**config.mk**
```make
export PLATFORM = sky130hd
export DESIGN_NAME = compaction_dedupe_run_splitter_top
export DESIGN_NICKNAME = d
export VERILOG_FILES = /design/src/design/cdrs_pkg.sv /design/src/design/compaction_dedupe_run_splitter_top.sv /design/src/design/cdrs_front.sv /design/src/design/cdrs_queue.sv /design/src/design/cdrs_back.sv
export VERILOG_INCLUDE_DIRS = /design/src /design/src/design
export SDC_FILE = /design/constraint.sdc
export NUM_CORES = 1
export LEC_CHECK = 0
export BUFFER_PORTS_ARGS = -buffer_cell sky130_fd_sc_hd__buf_4
export CAP_MARGIN = 40
export CORE_ASPECT_RATIO = 2
export CORE_MARGIN = 2
export CORE_UTILIZATION = 49
export CTS_BUF_LIST = sky130_fd_sc_hd__clkbuf_8
export DETAILED_ROUTE_END_ITERATION = 8
export PLACE_DENSITY = 0.69
export SLEW_MARGIN = 20
export SYNTH_ARGS = -nofsm -noshare
export SYNTH_HDL_FRONTEND = slang
export SYNTH_SLANG_ARGS = --single-unit
```
**constraint.sdc**
```tcl
create_clock -name clk_i -period 10.5 [get_ports clk_i]
set_input_delay 0.525 -clock clk_i [delete_from_list [all_inputs] [get_ports clk_i]]
set_output_delay 0.525 -clock clk_i [all_outputs]
set_load 0.02 [all_outputs]
```
**src/design/compaction_dedupe_run_splitter_top_macros.svh**
```systemverilog
// Assertion helpers for the asserting top-level file of the block.
`ifndef COMPACTION_DEDUPE_RUN_SPLITTER_TOP_MACROS_SVH
`define COMPACTION_DEDUPE_RUN_SPLITTER_TOP_MACROS_SVH

// Same-cycle implication, checked outside reset.
`define CDRS_ASSERT_NOW(label, clk, rst_n, ante, cons) \
  label: assert property (@(posedge clk) disable iff (!rst_n) (ante) |-> (cons)) \
    else $error("cdrs assertion failed");

// Next-cycle implication, checked outside reset.
`define CDRS_ASSERT_NEXT(label, clk, rst_n, ante, cons) \
  label: assert property (@(posedge clk) disable iff (!rst_n) (ante) |=> (cons)) \
    else $error("cdrs assertion failed");

`endif

```
**src/design/cdrs_pkg.sv**
```systemverilog
`default_nettype none
package cdrs_pkg;

  localparam int unsigned KeyW    = 64;
  localparam int unsigned StampW  = 32;
  localparam int unsigned OffsetW = 32;
  localparam int unsigned SizeW   = 17;
  localparam int unsigned SourceW = 16;
  localparam int unsigned BytesW  = 32;

  localparam int unsigned InDataW  = 168;
  localparam int unsigned OutDataW = 136;
  localparam int unsigned OutUserW = 2;

  // Input tdata layout: key, stamp, offset, size, source.
  localparam int unsigned InKeyLsb    = 0;
  localparam int unsigned InStampLsb  = InKeyLsb + KeyW;
  localparam int unsigned InOffsetLsb = InStampLsb + StampW;
  localparam int unsigned InSizeLsb   = InOffsetLsb + OffsetW;
  localparam int unsigned InSourceLsb = InSizeLsb + SizeW;
  localparam int unsigned InUsedW     = InSourceLsb + SourceW;

  localparam int unsigned OutUsedW = KeyW + OffsetW + SizeW + SourceW;

  localparam logic [BytesW-1:0] RESET_RUN_LIMIT = 32'd2097152;

  // One emit request from the classifier to the run splitter.
  typedef struct packed {
    logic [KeyW-1:0]    key;
    logic [OffsetW-1:0] offset;
    logic [SizeW-1:0]   size;
    logic [SourceW-1:0] source;
    logic               entry_valid;
    logic               last;
  } cdrs_req_t;

  typedef struct packed {
    logic      valid;
    cdrs_req_t req;
  } cdrs_push_t;

endpackage
`default_nettype wire

```
**src/design/compaction_dedupe_run_splitter_top.sv**
```systemverilog
`default_nettype none
// Compaction dedupe and run splitter. Feed a key-sorted stream of index
// entries on the slave side; each run of equal keys collapses to the entry
// with the strictly greatest stamp (first seen wins a tie), and that survivor
// leaves on the master side when its key group closes, unless it is a
// tombstone. Value sizes of emitted entries add up in a saturating byte sum;
// the result whose size brings the sum to cfg_wr_data's limit carries
// run_end and clears the sum. The input marked tlast flushes the final group
// with tlast on the output, or sends an end marker (entry_valid clear, all
// fields zero) when nothing survives. While no request is pending and the
// queue has room, the block takes one entry per cycle and the classifier
// pushes one request per cycle into a small queue; a final entry closing a
// surviving group pushes two requests. The back end drains the queue at one
// result per cycle into an output register that holds while the sink
// stalls. Write the run limit (reset 2097152) only while the block is idle.
`include "compaction_dedupe_run_splitter_top_macros.svh"
module compaction_dedupe_run_splitter_top
  import cdrs_pkg::*;
#(
  parameter int unsigned QUEUE_DEPTH = 4
) (
  input  wire logic                clk_i,
  input  wire logic                rst_ni,
  input  wire logic                cfg_wr_en_i,
  input  wire logic [BytesW-1:0]   cfg_wr_data_i,
  input  wire logic                s_axis_tvalid_i,
  output logic                     s_axis_tready_o,
  // entry_key, entry_stamp, entry_offset, entry_size, entry_source, zero fill
  input  wire logic [InDataW-1:0]  s_axis_tdata_i,
  // entry_deleted
  input  wire logic                s_axis_tuser_i,
  // stream_last
  input  wire logic                s_axis_tlast_i,
  output logic                     m_axis_tvalid_o,
  input  wire logic                m_axis_tready_i,
  // out_key, out_offset, out_size, out_source, zero fill
  output logic [OutDataW-1:0]      m_axis_tdata_o,
  // entry_valid, run_end
  output logic [OutUserW-1:0]      m_axis_tuser_o,
  // out_last
  output logic                     m_axis_tlast_o
);

  cdrs_push_t push;
  logic       q_full, q_valid, q_pop;
  cdrs_req_t  q_req, out_req;
  logic       out_run_end;

  // Classify each entry against the open group and queue emit requests.
  cdrs_front u_front (
    .clk_i       (clk_i),
    .rst_ni      (rst_ni),
    .s_valid_i   (s_axis_tvalid_i),
    .s_ready_o   (s_axis_tready_o),
    .s_data_i    (s_axis_tdata_i),
    .s_deleted_i (s_axis_tuser_i),
    .s_last_i    (s_axis_tlast_i),
    .q_full_i    (q_full),
    .push_o      (push)
  );

  // Decouple classification from run splitting.
  cdrs_queue #(
    .Depth (QUEUE_DEPTH)
  ) u_queue (
    .clk_i       (clk_i),
    .rst_ni      (rst_ni),
    .push_i      (push),
    .full_o      (q_full),
    .pop_valid_o (q_valid),
    .pop_req_o   (q_req),
    .pop_i       (q_pop)
  );

  // Track the byte sum, flag run ends and hold the result for the sink.
  cdrs_back u_back (
    .clk_i         (clk_i),
    .rst_ni        (rst_ni),
    .cfg_wr_en_i   (cfg_wr_en_i),
    .cfg_wr_data_i (cfg_wr_data_i),
    .q_valid_i     (q_valid),
    .q_req_i       (q_req),
    .q_pop_o       (q_pop),
    .m_valid_o     (m_axis_tvalid_o),
    .m_ready_i     (m_axis_tready_i),
    .m_req_o       (out_req),
    .m_run_end_o   (out_run_end)
  );

  assign m_axis_tdata_o = {{(OutDataW - OutUsedW){1'b0}},
                           out_req.source, out_req.size, out_req.offset, out_req.key};
  assign m_axis_tuser_o = {out_run_end, out_req.entry_valid};
  assign m_axis_tlast_o = out_req.last;

  // A request must never arrive at a full queue.
  `CDRS_ASSERT_NOW(a_no_overflow, clk_i, rst_ni, push.valid, !q_full)
  // An end marker always ends the stream and never closes a run.
  `CDRS_ASSERT_NOW(a_marker_form, clk_i, rst_ni, m_axis_tvalid_o && !m_axis_tuser_o[0],
                   m_axis_tlast_o && !m_axis_tuser_o[1])
  // A queued request reaches an empty output register in the next cycle.
  `CDRS_ASSERT_NEXT(a_drain, clk_i, rst_ni, q_valid && !m_axis_tvalid_o, m_axis_tvalid_o)

endmodule
`default_nettype wire

```
**src/design/cdrs_front.sv**
```systemverilog
`default_nettype none
module cdrs_front
  import cdrs_pkg::*;
(
  input  wire logic               clk_i,
  input  wire logic               rst_ni,
  input  wire logic               s_valid_i,
  output logic                    s_ready_o,
  input  wire logic [InDataW-1:0] s_data_i,
  input  wire logic               s_deleted_i,
  input  wire logic               s_last_i,
  input  wire logic               q_full_i,
  output cdrs_push_t              push_o
);

  logic               group_open_q, group_open_d;
  logic               pend_q, pend_d;
  cdrs_req_t          pend_req_q;
  logic [KeyW-1:0]    group_key_q;
  logic [StampW-1:0]  best_stamp_q;
  logic               best_deleted_q;
  logic [OffsetW-1:0] best_offset_q;
  logic [SizeW-1:0]   best_size_q;
  logic [SourceW-1:0] best_source_q;

  logic [KeyW-1:0]    in_key;
  logic [StampW-1:0]  in_stamp;
  logic [OffsetW-1:0] in_offset;
  logic [SizeW-1:0]   in_size;
  logic [SourceW-1:0] in_source;

  logic      accept, match, take, emit_closed;
  cdrs_req_t req_closed, req_flush;

  assign in_key    = s_data_i[InKeyLsb    +: KeyW];
  assign in_stamp  = s_data_i[InStampLsb  +: StampW];
  assign in_offset = s_data_i[InOffsetLsb +: OffsetW];
  assign in_size   = s_data_i[InSizeLsb   +: SizeW];
  assign in_source = s_data_i[InSourceLsb +: SourceW];

  assign s_ready_o = !pend_q && !q_full_i;
  assign accept    = s_valid_i && s_ready_o;

  assign match       = group_open_q && (in_key == group_key_q);
  assign take        = !match || (in_stamp > best_stamp_q);
  assign emit_closed = !match && group_open_q && !best_deleted_q;

  always_comb begin
    req_closed             = '0;
    req_closed.key         = group_key_q;
    req_closed.offset      = best_offset_q;
    req_closed.size        = best_size_q;
    req_closed.source      = best_source_q;
    req_closed.entry_valid = 1'b1;
    req_closed.last        = 1'b0;

    // Survivor after this item; a tombstone survivor becomes the end marker.
    req_flush      = '0;
    req_flush.last = 1'b1;
    if (take ? !s_deleted_i : !best_deleted_q) begin
      req_flush.key         = take ? in_key : group_key_q;
      req_flush.offset      = take ? in_offset : best_offset_q;
      req_flush.size        = take ? in_size : best_size_q;
      req_flush.source      = take ? in_source : best_source_q;
      req_flush.entry_valid = 1'b1;
    end
  end

  always_comb begin
    push_o       = '0;
    pend_d       = pend_q;
    group_open_d = group_open_q;
    if (pend_q) begin
      push_o.valid = !q_full_i;
      push_o.req   = pend_req_q;
      if (!q_full_i) begin
        pend_d = 1'b0;
      end
    end else if (accept) begin
      push_o.valid = emit_closed || s_last_i;
      push_o.req   = emit_closed ? req_closed : req_flush;
      pend_d       = emit_closed && s_last_i;
      group_open_d = !s_last_i;
    end
  end

  always_ff @(posedge clk_i or negedge rst_ni) begin
    if (!rst_ni) begin
      group_open_q <= 1'b0;
      pend_q       <= 1'b0;
    end else begin
      group_open_q <= group_open_d;
      pend_q       <= pend_d;
    end
  end

  always_ff @(posedge clk_i) begin
    if (accept) begin
      pend_req_q <= req_flush;
      if (take) begin
        group_key_q    <= in_key;
        best_stamp_q   <= in_stamp;
        best_deleted_q <= s_deleted_i;
        best_offset_q  <= in_offset;
        best_size_q    <= in_size;
        best_source_q  <= in_source;
      end
    end
  end

endmodule
`default_nettype wire

```
**src/design/cdrs_queue.sv**
```systemverilog
`default_nettype none
module cdrs_queue
  import cdrs_pkg::*;
#(
  parameter int unsigned Depth = 4
) (
  input  wire logic       clk_i,
  input  wire logic       rst_ni,
  input  wire cdrs_push_t push_i,
  output logic            full_o,
  output logic            pop_valid_o,
  output cdrs_req_t       pop_req_o,
  input  wire logic       pop_i
);

  localparam int unsigned PtrW = (Depth > 1) ? $clog2(Depth) : 1;
  localparam int unsigned CntW = $clog2(Depth + 1);

  cdrs_req_t         mem_q [Depth];
  logic [PtrW-1:0]   wr_ptr_q, rd_ptr_q;
  logic [CntW-1:0]   count_q;
  logic              do_push, do_pop;

  assign full_o      = (count_q == CntW'(Depth));
  assign pop_valid_o = (count_q != '0);
  assign pop_req_o   = mem_q[rd_ptr_q];
  assign do_push     = push_i.valid && !full_o;
  assign do_pop      = pop_i && pop_valid_o;

  always_ff @(posedge clk_i or negedge rst_ni) begin
    if (!rst_ni) begin
      wr_ptr_q <= '0;
      rd_ptr_q <= '0;
      count_q  <= '0;
    end else begin
      if (do_push) begin
        wr_ptr_q <= (wr_ptr_q == PtrW'(Depth - 1)) ? '0 : wr_ptr_q + 1'b1;
      end
      if (do_pop) begin
        rd_ptr_q <= (rd_ptr_q == PtrW'(Depth - 1)) ? '0 : rd_ptr_q + 1'b1;
      end
      if (do_push && !do_pop) begin
        count_q <= count_q + 1'b1;
      end else if (do_pop && !do_push) begin
        count_q <= count_q - 1'b1;
      end
    end
  end

  always_ff @(posedge clk_i) begin
    if (do_push) begin
      mem_q[wr_ptr_q] <= push_i.req;
    end
  end

endmodule
`default_nettype wire

```
**src/design/cdrs_back.sv**
```systemverilog
`default_nettype none
module cdrs_back
  import cdrs_pkg::*;
(
  input  wire logic              clk_i,
  input  wire logic              rst_ni,
  input  wire logic              cfg_wr_en_i,
  input  wire logic [BytesW-1:0] cfg_wr_data_i,
  input  wire logic              q_valid_i,
  input  wire cdrs_req_t         q_req_i,
  output logic                   q_pop_o,
  output logic                   m_valid_o,
  input  wire logic              m_ready_i,
  output cdrs_req_t              m_req_o,
  output logic                   m_run_end_o
);

  logic [BytesW-1:0] limit_q;
  logic [BytesW-1:0] run_bytes_q, run_bytes_d;
  logic              out_valid_q;
  cdrs_req_t         out_req_q;
  logic              run_end_q, run_end_d;
  logic [BytesW:0]   sum_wide;
  logic [BytesW-1:0] sum_sat;

  assign q_pop_o = q_valid_i && (!out_valid_q || m_ready_i);

  // Saturating byte sum; close the run once it reaches the limit.
  assign sum_wide = {1'b0, run_bytes_q} + {{(BytesW + 1 - SizeW){1'b0}}, q_req_i.size};
  assign sum_sat  = sum_wide[BytesW] ? '1 : sum_wide[BytesW-1:0];

  always_comb begin
    run_end_d   = 1'b0;
    run_bytes_d = run_bytes_q;
    if (q_req_i.entry_valid) begin
      run_end_d   = (sum_sat >= limit_q);
      run_bytes_d = (run_end_d || q_req_i.last) ? '0 : sum_sat;
    end else begin
      run_bytes_d = '0;
    end
  end

  always_ff @(posedge clk_i or negedge rst_ni) begin
    if (!rst_ni) begin
      limit_q     <= RESET_RUN_LIMIT;
      run_bytes_q <= '0;
      out_valid_q <= 1'b0;
    end else begin
      if (cfg_wr_en_i) begin
        limit_q <= cfg_wr_data_i;
      end
      if (q_pop_o) begin
        run_bytes_q <= run_bytes_d;
        out_valid_q <= 1'b1;
      end else if (m_ready_i) begin
        out_valid_q <= 1'b0;
      end
    end
  end

  always_ff @(posedge clk_i) begin
    if (q_pop_o) begin
      out_req_q <= q_req_i;
      run_end_q <= run_end_d;
    end
  end

  assign m_valid_o   = out_valid_q;
  assign m_req_o     = out_req_q;
  assign m_run_end_o = run_end_q;

endmodule
`default_nettype wire
```
# [Yosys cells after proc, flatten, opt, wreduce, memory -nomap -nowiden]
# Memories as Yosys holds them, arrays and structs flattened.
# Index checks and enable logic that the tools add are counted.
[word_totals] elab_cells=91 memories=1 in_bits=207 register_bits=498 ramBits=524 out_inout_bits=141
[mem_list] memory="u_queue.mem_q" depth=4 width=131 read_ports=1 rd_clocked_by_memory_dff=0 wr=1 line_no="cdrs_queue.sv:19" rtl="cdrs_req_t mem_q [Depth];"
[classes] order_cmp=2 n_addsub=5 n_mux=23 n_eq_ne=4 bitwise=1 n_reduce_logical=29
[ops] cell="$mux W132" count=2
[ops] cell="$mux W131" count=1
[ops] cell="$mux W130" count=1
[ops] cell="$mux W32" count=4
[ops] cell="$eq A64 B64 Y1" count=1
[ops] cell="$mux W64" count=1
[ops] cell="$add A32 B17 Y33" count=1
[ops] cell="$ge A32 B32 Y1" count=1
[ops] cell="$gt A32 B32 Y1" count=1
[ops] cell="$mux W17" count=1
[ops] cell="$mux W16" count=1
[ops] cell="$logic_and A1 B1 Y1" count=11
[ops] cell="$logic_not A1 Y1" count=9
[ops] cell="$mux W1" count=8
[ops] cell="$mux W3" count=2
[ops] cell="$add A2 B1 Y2 const B" count=2
[ops] cell="$eq A2 B2 Y1 const B" count=2
[ops] cell="$logic_or A1 B1 Y1" count=4
[ops] cell="$mux W2" count=2
[ops] cell="$reduce_and A2 Y1" count=2
[ops] cell="$reduce_bool A2 Y1" count=2
[ops] cell="$add A3 B1 Y3 const B" count=1
[ops] cell="$eq A3 B3 Y1 const B" count=1
[ops] cell="$reduce_bool A3 Y1" count=1
[ops] cell="2 further kinds" count=2

# [Logic depth before layout (Yosys ltp)]
[logic_depth] depth_word=14 depth_mapped=27 depth_no_buf=20

# [Modules after synthesis]
# A second synthesis with hierarchy kept.
[unflattened] cells_unflattened=2653 hier_area_um2=43359.1
[modules_own_cells] module="cdrs_queue" cells_each=722 seq_area_each_um2=15910.3 n_inst=1 area_per_inst_um2=19319.8
[modules_own_cells] module="cdrs_front" cells_each=1227 seq_area_each_um2=8818.5 n_inst=1 area_per_inst_um2=15200.8
[modules_own_cells] module="cdrs_back" cells_each=695 seq_area_each_um2=5591.6 n_inst=1 area_per_inst_um2=8774.7
[modules_own_cells] module="compaction_dedupe_run_splitter_top" cells_each=9 seq_area_each_um2=0.0 n_inst=1 area_per_inst_um2=63.8

# [Worst setup path before layout]
# Ideal clock, no wire load.
[synth_path] path_kind="reg-to-reg" from="reg u_queue.count_q[2]" to="mem u_queue.mem_q[0][122] (netlist bit), data pin" arrival_ps=7531 path_slack_ps=2831 path_stages_with_launch=10 n_path_buf=2 period_less_slack_ps=7669 required_ps=10362 setup_time_ps=138 cell_sequence="dfrtp_1 > nor3b_1 > nor2_1 > nand2_1 > inv_1 > and2_1 > clkbuf_1 > buf_1 > a22o_1 > a31o_2"
[synth_rtl] element="from (decl)" line_no="cdrs_queue.sv:21" rtl="logic [CntW-1:0] count_q;"
[synth_rtl] element="from (signal assigned)" line_no="cdrs_queue.sv:43" rtl="count_q <= count_q + 1'b1;"
[synth_rtl] element="from (signal assigned)" line_no="cdrs_queue.sv:45" rtl="count_q <= count_q - 1'b1;"
[synth_rtl] element="to (decl)" line_no="cdrs_queue.sv:19"

==> metrics.txt <==
# TYPE chip_impl_metric gauge
chip_impl_metric{name="synthAdderAreaFrac",unit="%"} 2.64
chip_impl_metric{name="yosys_warnings",unit=""} 0
chip_impl_info{name="biggest_area_contributors_in_the_synthesized_netlist",value="edfxtp_1 67%, mux4_2 6.9%, dfrtp_1 4.3%"} 1
chip_impl_metric{name="final_hold_viol_count",unit=""} 0
chip_impl_metric{name="number_of_flops_mapped_to_enable_cells_by_yosys",unit=""} 948
chip_impl_metric{name="tightestPinTransition",unit="ps"} 854
chip_impl_metric{name="timing.max_cap.violations",unit=""} 0
chip_impl_info{name="run_status",value="finished, final reports clean"} 1
chip_impl_metric{name="post-route-drc-count",unit=""} 0
chip_impl_metric{name="cts.clk_slew.worst_paths",unit="ps"} 70
chip_impl_metric{name="cp_max_fo",unit=""} 33
chip_impl_metric{name="core_region_area",unit="um^2"} 86700
chip_impl_metric{name="report.power.total",unit="mW"} 13.1
chip_impl_metric{name="global_route.usage.met3",unit="%"} 6.34
chip_impl_info{name="synthDominantAreaCellType",value="edfxtp_1"} 1
chip_impl_metric{name="vdd.ir_drop.worst",unit="uV"} 205
chip_impl_metric{name="worst_setup_timing_slack_at_the_placement_stage",unit="ps"} 3220
chip_impl_metric{name="syn_area_per_cell",unit="um^2"} 16.2
chip_impl_metric{name="synthArstFlopShare",unit="%"} 7.24
chip_impl_metric{name="viasPerCell",unit=""} 5.68
chip_impl_metric{name="clock_latency",unit="ps"} 840
chip_impl_metric{name="cp.required",unit="ps"} 11250
chip_impl_metric{name="totalNegativeSetupSlack",unit="ps"} 0
chip_impl_metric{name="initial_standard_cell_utilization_of_the_core",unit="%"} 49.3
chip_impl_metric{name="drt_iter0_markers",unit=""} 1767
chip_impl_metric{name="timing.reg2reg.worst_path_depth",unit=""} 20
chip_impl_metric{name="synth.top_cell.area_share",unit="%"} 66.6
chip_impl_metric{name="dp_hpwl",unit="um"} 66900
chip_impl_info{name="critPathKind",value="reg2reg"} 1
chip_impl_metric{name="layout_min_cycle_time",unit="ps"} 7280
chip_impl_metric{name="layout.cell_area.non_filler",unit="um^2"} 51600
chip_impl_metric{name="area_delta_synth_final",unit="%"} 20.6
chip_impl_metric{name="synth_cell_types",unit=""} 66
chip_impl_metric{name="vias",unit=""} 25200
chip_impl_info{name="synthFlopType",value="edfxtp_1"} 1
chip_impl_metric{name="worst_clock_skew",unit="ps"} 44.8
chip_impl_metric{name="worst_ep_arrival_time",unit="ps"} 8020
chip_impl_metric{name="report.final.setup_viol",unit=""} 0
chip_impl_metric{name="use_met2",unit="%"} 43.5
chip_impl_metric{name="placement.cell_area",unit="um^2"} 46700
chip_impl_metric{name="flip_flop_and_latch_count_after_synthesis",unit=""} 1022
chip_impl_metric{name="fin_ws",unit="ps"} 3220
chip_impl_metric{name="initial_antenna_violation_count",unit=""} 13
chip_impl_metric{name="syn-instance-count",unit=""} 2635
chip_impl_info{name="tritoncts_clock_tree",value="built"} 1
chip_impl_info{name="worstReg2RegStart",value="u_queue.rd_ptr_q[0]"} 1
chip_impl_metric{name="number_of_global_route_vias_before_repair",unit=""} 27300
chip_impl_metric{name="synth_seq_area_share",unit="%"} 70.9
chip_impl_metric{name="die_w",unit="um"} 213
chip_impl_info{name="worst_flop_to_flop_path_endpoint",value="u_back.run_bytes_q[31]"} 1
chip_impl_metric{name="worst_hold_margin",unit="ps"} 155
chip_impl_metric{name="numClockSinks",unit=""} 1022
chip_impl_metric{name="timing.final.crit_share",unit="%"} 69.3
chip_impl_info{name="clk_root_buffer_cell",value="clkbuf_8"} 1
chip_impl_info{name="post-synth-top-count-cell",value="edfxtp_1"} 1
chip_impl_metric{name="place.gp.congestion",unit=""} 0.844
chip_impl_metric{name="drt.antenna.violating_nets",unit=""} 0
chip_impl_metric{name="global_route_overflow",unit=""} 0
chip_impl_info{name="grt_setup_unrepaired",value="false"} 1
chip_impl_metric{name="grt_use_met1",unit="%"} 26.5
chip_impl_metric{name="cts_made_buffers",unit=""} 144
chip_impl_metric{name="post_cts.repair.setup_buffers",unit=""} 0
chip_impl_info{name="startpoint_type_of_the_worst_setup_path",value="flip-flop"} 1
chip_impl_metric{name="area_fraction_in_compound_gates_after_synthesis",unit="%"} 8.59
chip_impl_metric{name="slew_headroom",unit="%"} 43.1
chip_impl_metric{name="i_o_buffers",unit=""} 333
chip_impl_metric{name="synthSimpleGateAreaFrac",unit="%"} 6.07
chip_impl_metric{name="timing.fmax",unit="MHz"} 137
chip_impl_metric{name="dieHeight",unit="um"} 422
chip_impl_metric{name="avgRoutedWirePerCell",unit="um"} 24.0
chip_impl_metric{name="fillerInstances",unit=""} 6462
chip_impl_metric{name="pin_count_of_the_biggest_net_entering_global_routing",unit=""} 99
chip_impl_info{name="synth_top_family_by_area",value="compound AO/OA/AOI/OAI gates"} 1
chip_impl_metric{name="yosys.area_share.xor_xnor",unit="%"} 1.78
chip_impl_metric{name="reg2reg_setup_slack",unit="ps"} 3220
chip_impl_info{name="worstSetupEndpointType",value="flip-flop"} 1
chip_impl_metric{name="grt_usage",unit="%"} 24.0
chip_impl_metric{name="leakagePower",unit="nW"} 19.4
chip_impl_info{name="highest_utilization_routing_layer_at_the_global_route_stage",value="met2"} 1
chip_impl_info{name="netlist_top_cells_count",value="948 x edfxtp_1, 280 x nand2_1, 149 x a22o_1"} 1
chip_impl_metric{name="io_pins",unit=""} 348
chip_impl_metric{name="rows",unit=""} 153
chip_impl_metric{name="global_route_wire_length_before_repair",unit="um"} 161000
chip_impl_metric{name="post_synth_instance_area",unit="um^2"} 42700
chip_impl_metric{name="dieArea",unit="um^2"} 89800
chip_impl_metric{name="final_max_slew_viol_count",unit=""} 0
chip_impl_metric{name="max-clock-path-buffers",unit=""} 3
chip_impl_metric{name="postRouteWirelength",unit="um"} 106000
chip_impl_info{name="hold_class",value="in2async"} 1
chip_impl_metric{name="finish.net_count",unit=""} 3455
chip_impl_metric{name="drive_gt1_share",unit="%"} 24.6
chip_impl_metric{name="pwr_density_cell",unit="nW/um^2"} 254
chip_impl_metric{name="synth.area.mux_share",unit="%"} 7.06
chip_impl_metric{name="drt-pass1-iter-count",unit=""} 7
chip_impl_metric{name="cts_htree_levels",unit=""} 4
cell usage in the layout (no fill, tap or decap), types with 20 or more instances in the layout:
cell | synthesis | final
nand2_1 | 280 | 280
ha_1 | 87 | 87
buf_16 | 0 | 20
inv_1 | 86 | 121
clkbuf_8 | 0 | 148
clkinv_1 | 1 | 32
edfxtp_1 | 948 | 948
a221o_1 | 66 | 66
o21ai_0 | 58 | 58
a22o_1 | 149 | 149
a21oi_1 | 44 | 43
a31o_2 | 65 | 65
dlygate4sd3_1 | 0 | 197
nor2_1 | 31 | 29
dfrtp_1 | 73 | 70
xor2_1 | 71 | 71
mux4_2 | 131 | 131
and2_1 | 141 | 134
buf_4 | 14 | 356
through the flow:
step / std cells / utilization (%)
finish: 4440 / 59.5
global route: 4439 / 59.5
CTS: 4431 / 59.3
detailed placement: 3975 / 53.8
global placement: 3951 / 53.2
floorplan: 2641 / -
worst max-delay path by stage:
| stage | startpoint | endpoint | slack [ps] | cells past startpoint |
|---|---|---|---|---|
| after floorplan | u_queue.count_q[2] | u_queue.mem_q[0][122] | 2830 | 9 |
| after global placement | u_queue.rd_ptr_q[0] | u_back.run_bytes_q[31] | 3170 | 19 |
| after detailed placement | u_queue.rd_ptr_q[0] | u_back.run_bytes_q[31] | 3220 | 20 |
| after CTS | u_queue.rd_ptr_q[0] | u_back.run_bytes_q[31] | 3180 | 20 |
| after global routing | u_queue.rd_ptr_q[0] | u_back.run_bytes_q[31] | 2760 | 20 |
| final | u_queue.rd_ptr_q[0] | u_back.run_bytes_q[31] | 3220 | 20 |
cell families after synthesis:
| family | Yosys count |
|---|---|
| other cells | 1 |
| simple gates | 540 |
| flops | 1022 |
| buf+inv | 296 |
| mux | 137 |
| compound gates | 463 |
| xor+xnor | 87 |
| fa+ha+maj | 89 |
report_power, final:
| group | switching (mW) | internal [mW] |
|---|---|---|
| Combinational | 2.33 | 1.61 |
| Sequential | 0.378 | 5.69 |
| Clock | 1.52 | 1.57 |
| Total | 4.22 | 8.87 |
critical path, stage by stage (launching register included):
cell and delay (ps):
dfrtp_4 860, mux4_2 610, ha_1 280, fa_1 440, a211oi_1 290, nor2_1 150, o221ai_1 520, a211oi_1 240
o21a_1 350, nand2b_1 110, buf_4 340, o21ai_0 220, ha_1 370, a21oi_1 150, o21ai_0 240, a211oi_1 530
o211ai_1 250, nand2_1 160, nand2_1 450, or3_1 500, nand3_1 90
flip-flops by register name, indices dropped and copies added (netlist names), 2 cells and up:
name / count
u_back.limit_q: 32
u_back.m_req_o: 131
u_back.run_bytes_q: 32
u_front.best_offset_q: 32
u_front.best_size_q: 17
u_front.best_source_q: 16
u_front.best_stamp_q: 32
u_front.group_key_q: 64
u_front.pend_req_q: 130
u_queue.count_q: 3
u_queue.mem_q: 524
u_queue.rd_ptr_q: 2
u_queue.wr_ptr_q: 2
area by class of cell:
type,instances,area (um^2),area share [%]
diodes,6,15.0,0.0291
well taps,1162,1450,2.82
multi-input cells,1323,11300,21.9
inverters,87,339,0.658
clock buffers,148,2040,3.95
clock inverters,111,766,1.49
repair buffers,581,5340,10.4
flip-flops and latches,1022,30300,58.8
layer usage:
| metal | wire length [um] | part of all wire [%] |
|---|---|---|
| met5 | 108 | 0.10 |
| met4 | 3550 | 3.3 |
| met3 | 7110 | 6.7 |
| met2 | 57000 | 54 |
| met1 | 38600 | 36 |
timing repair:
item                                   in CTS  in global routing
hold buffers                              197                  0
endpoints found under the hold margin     522                  0
gates resized for setup                     0                  0
setup endpoints to repair                   0                  0
No activity file was read; power rests on OpenSTA's default activity.
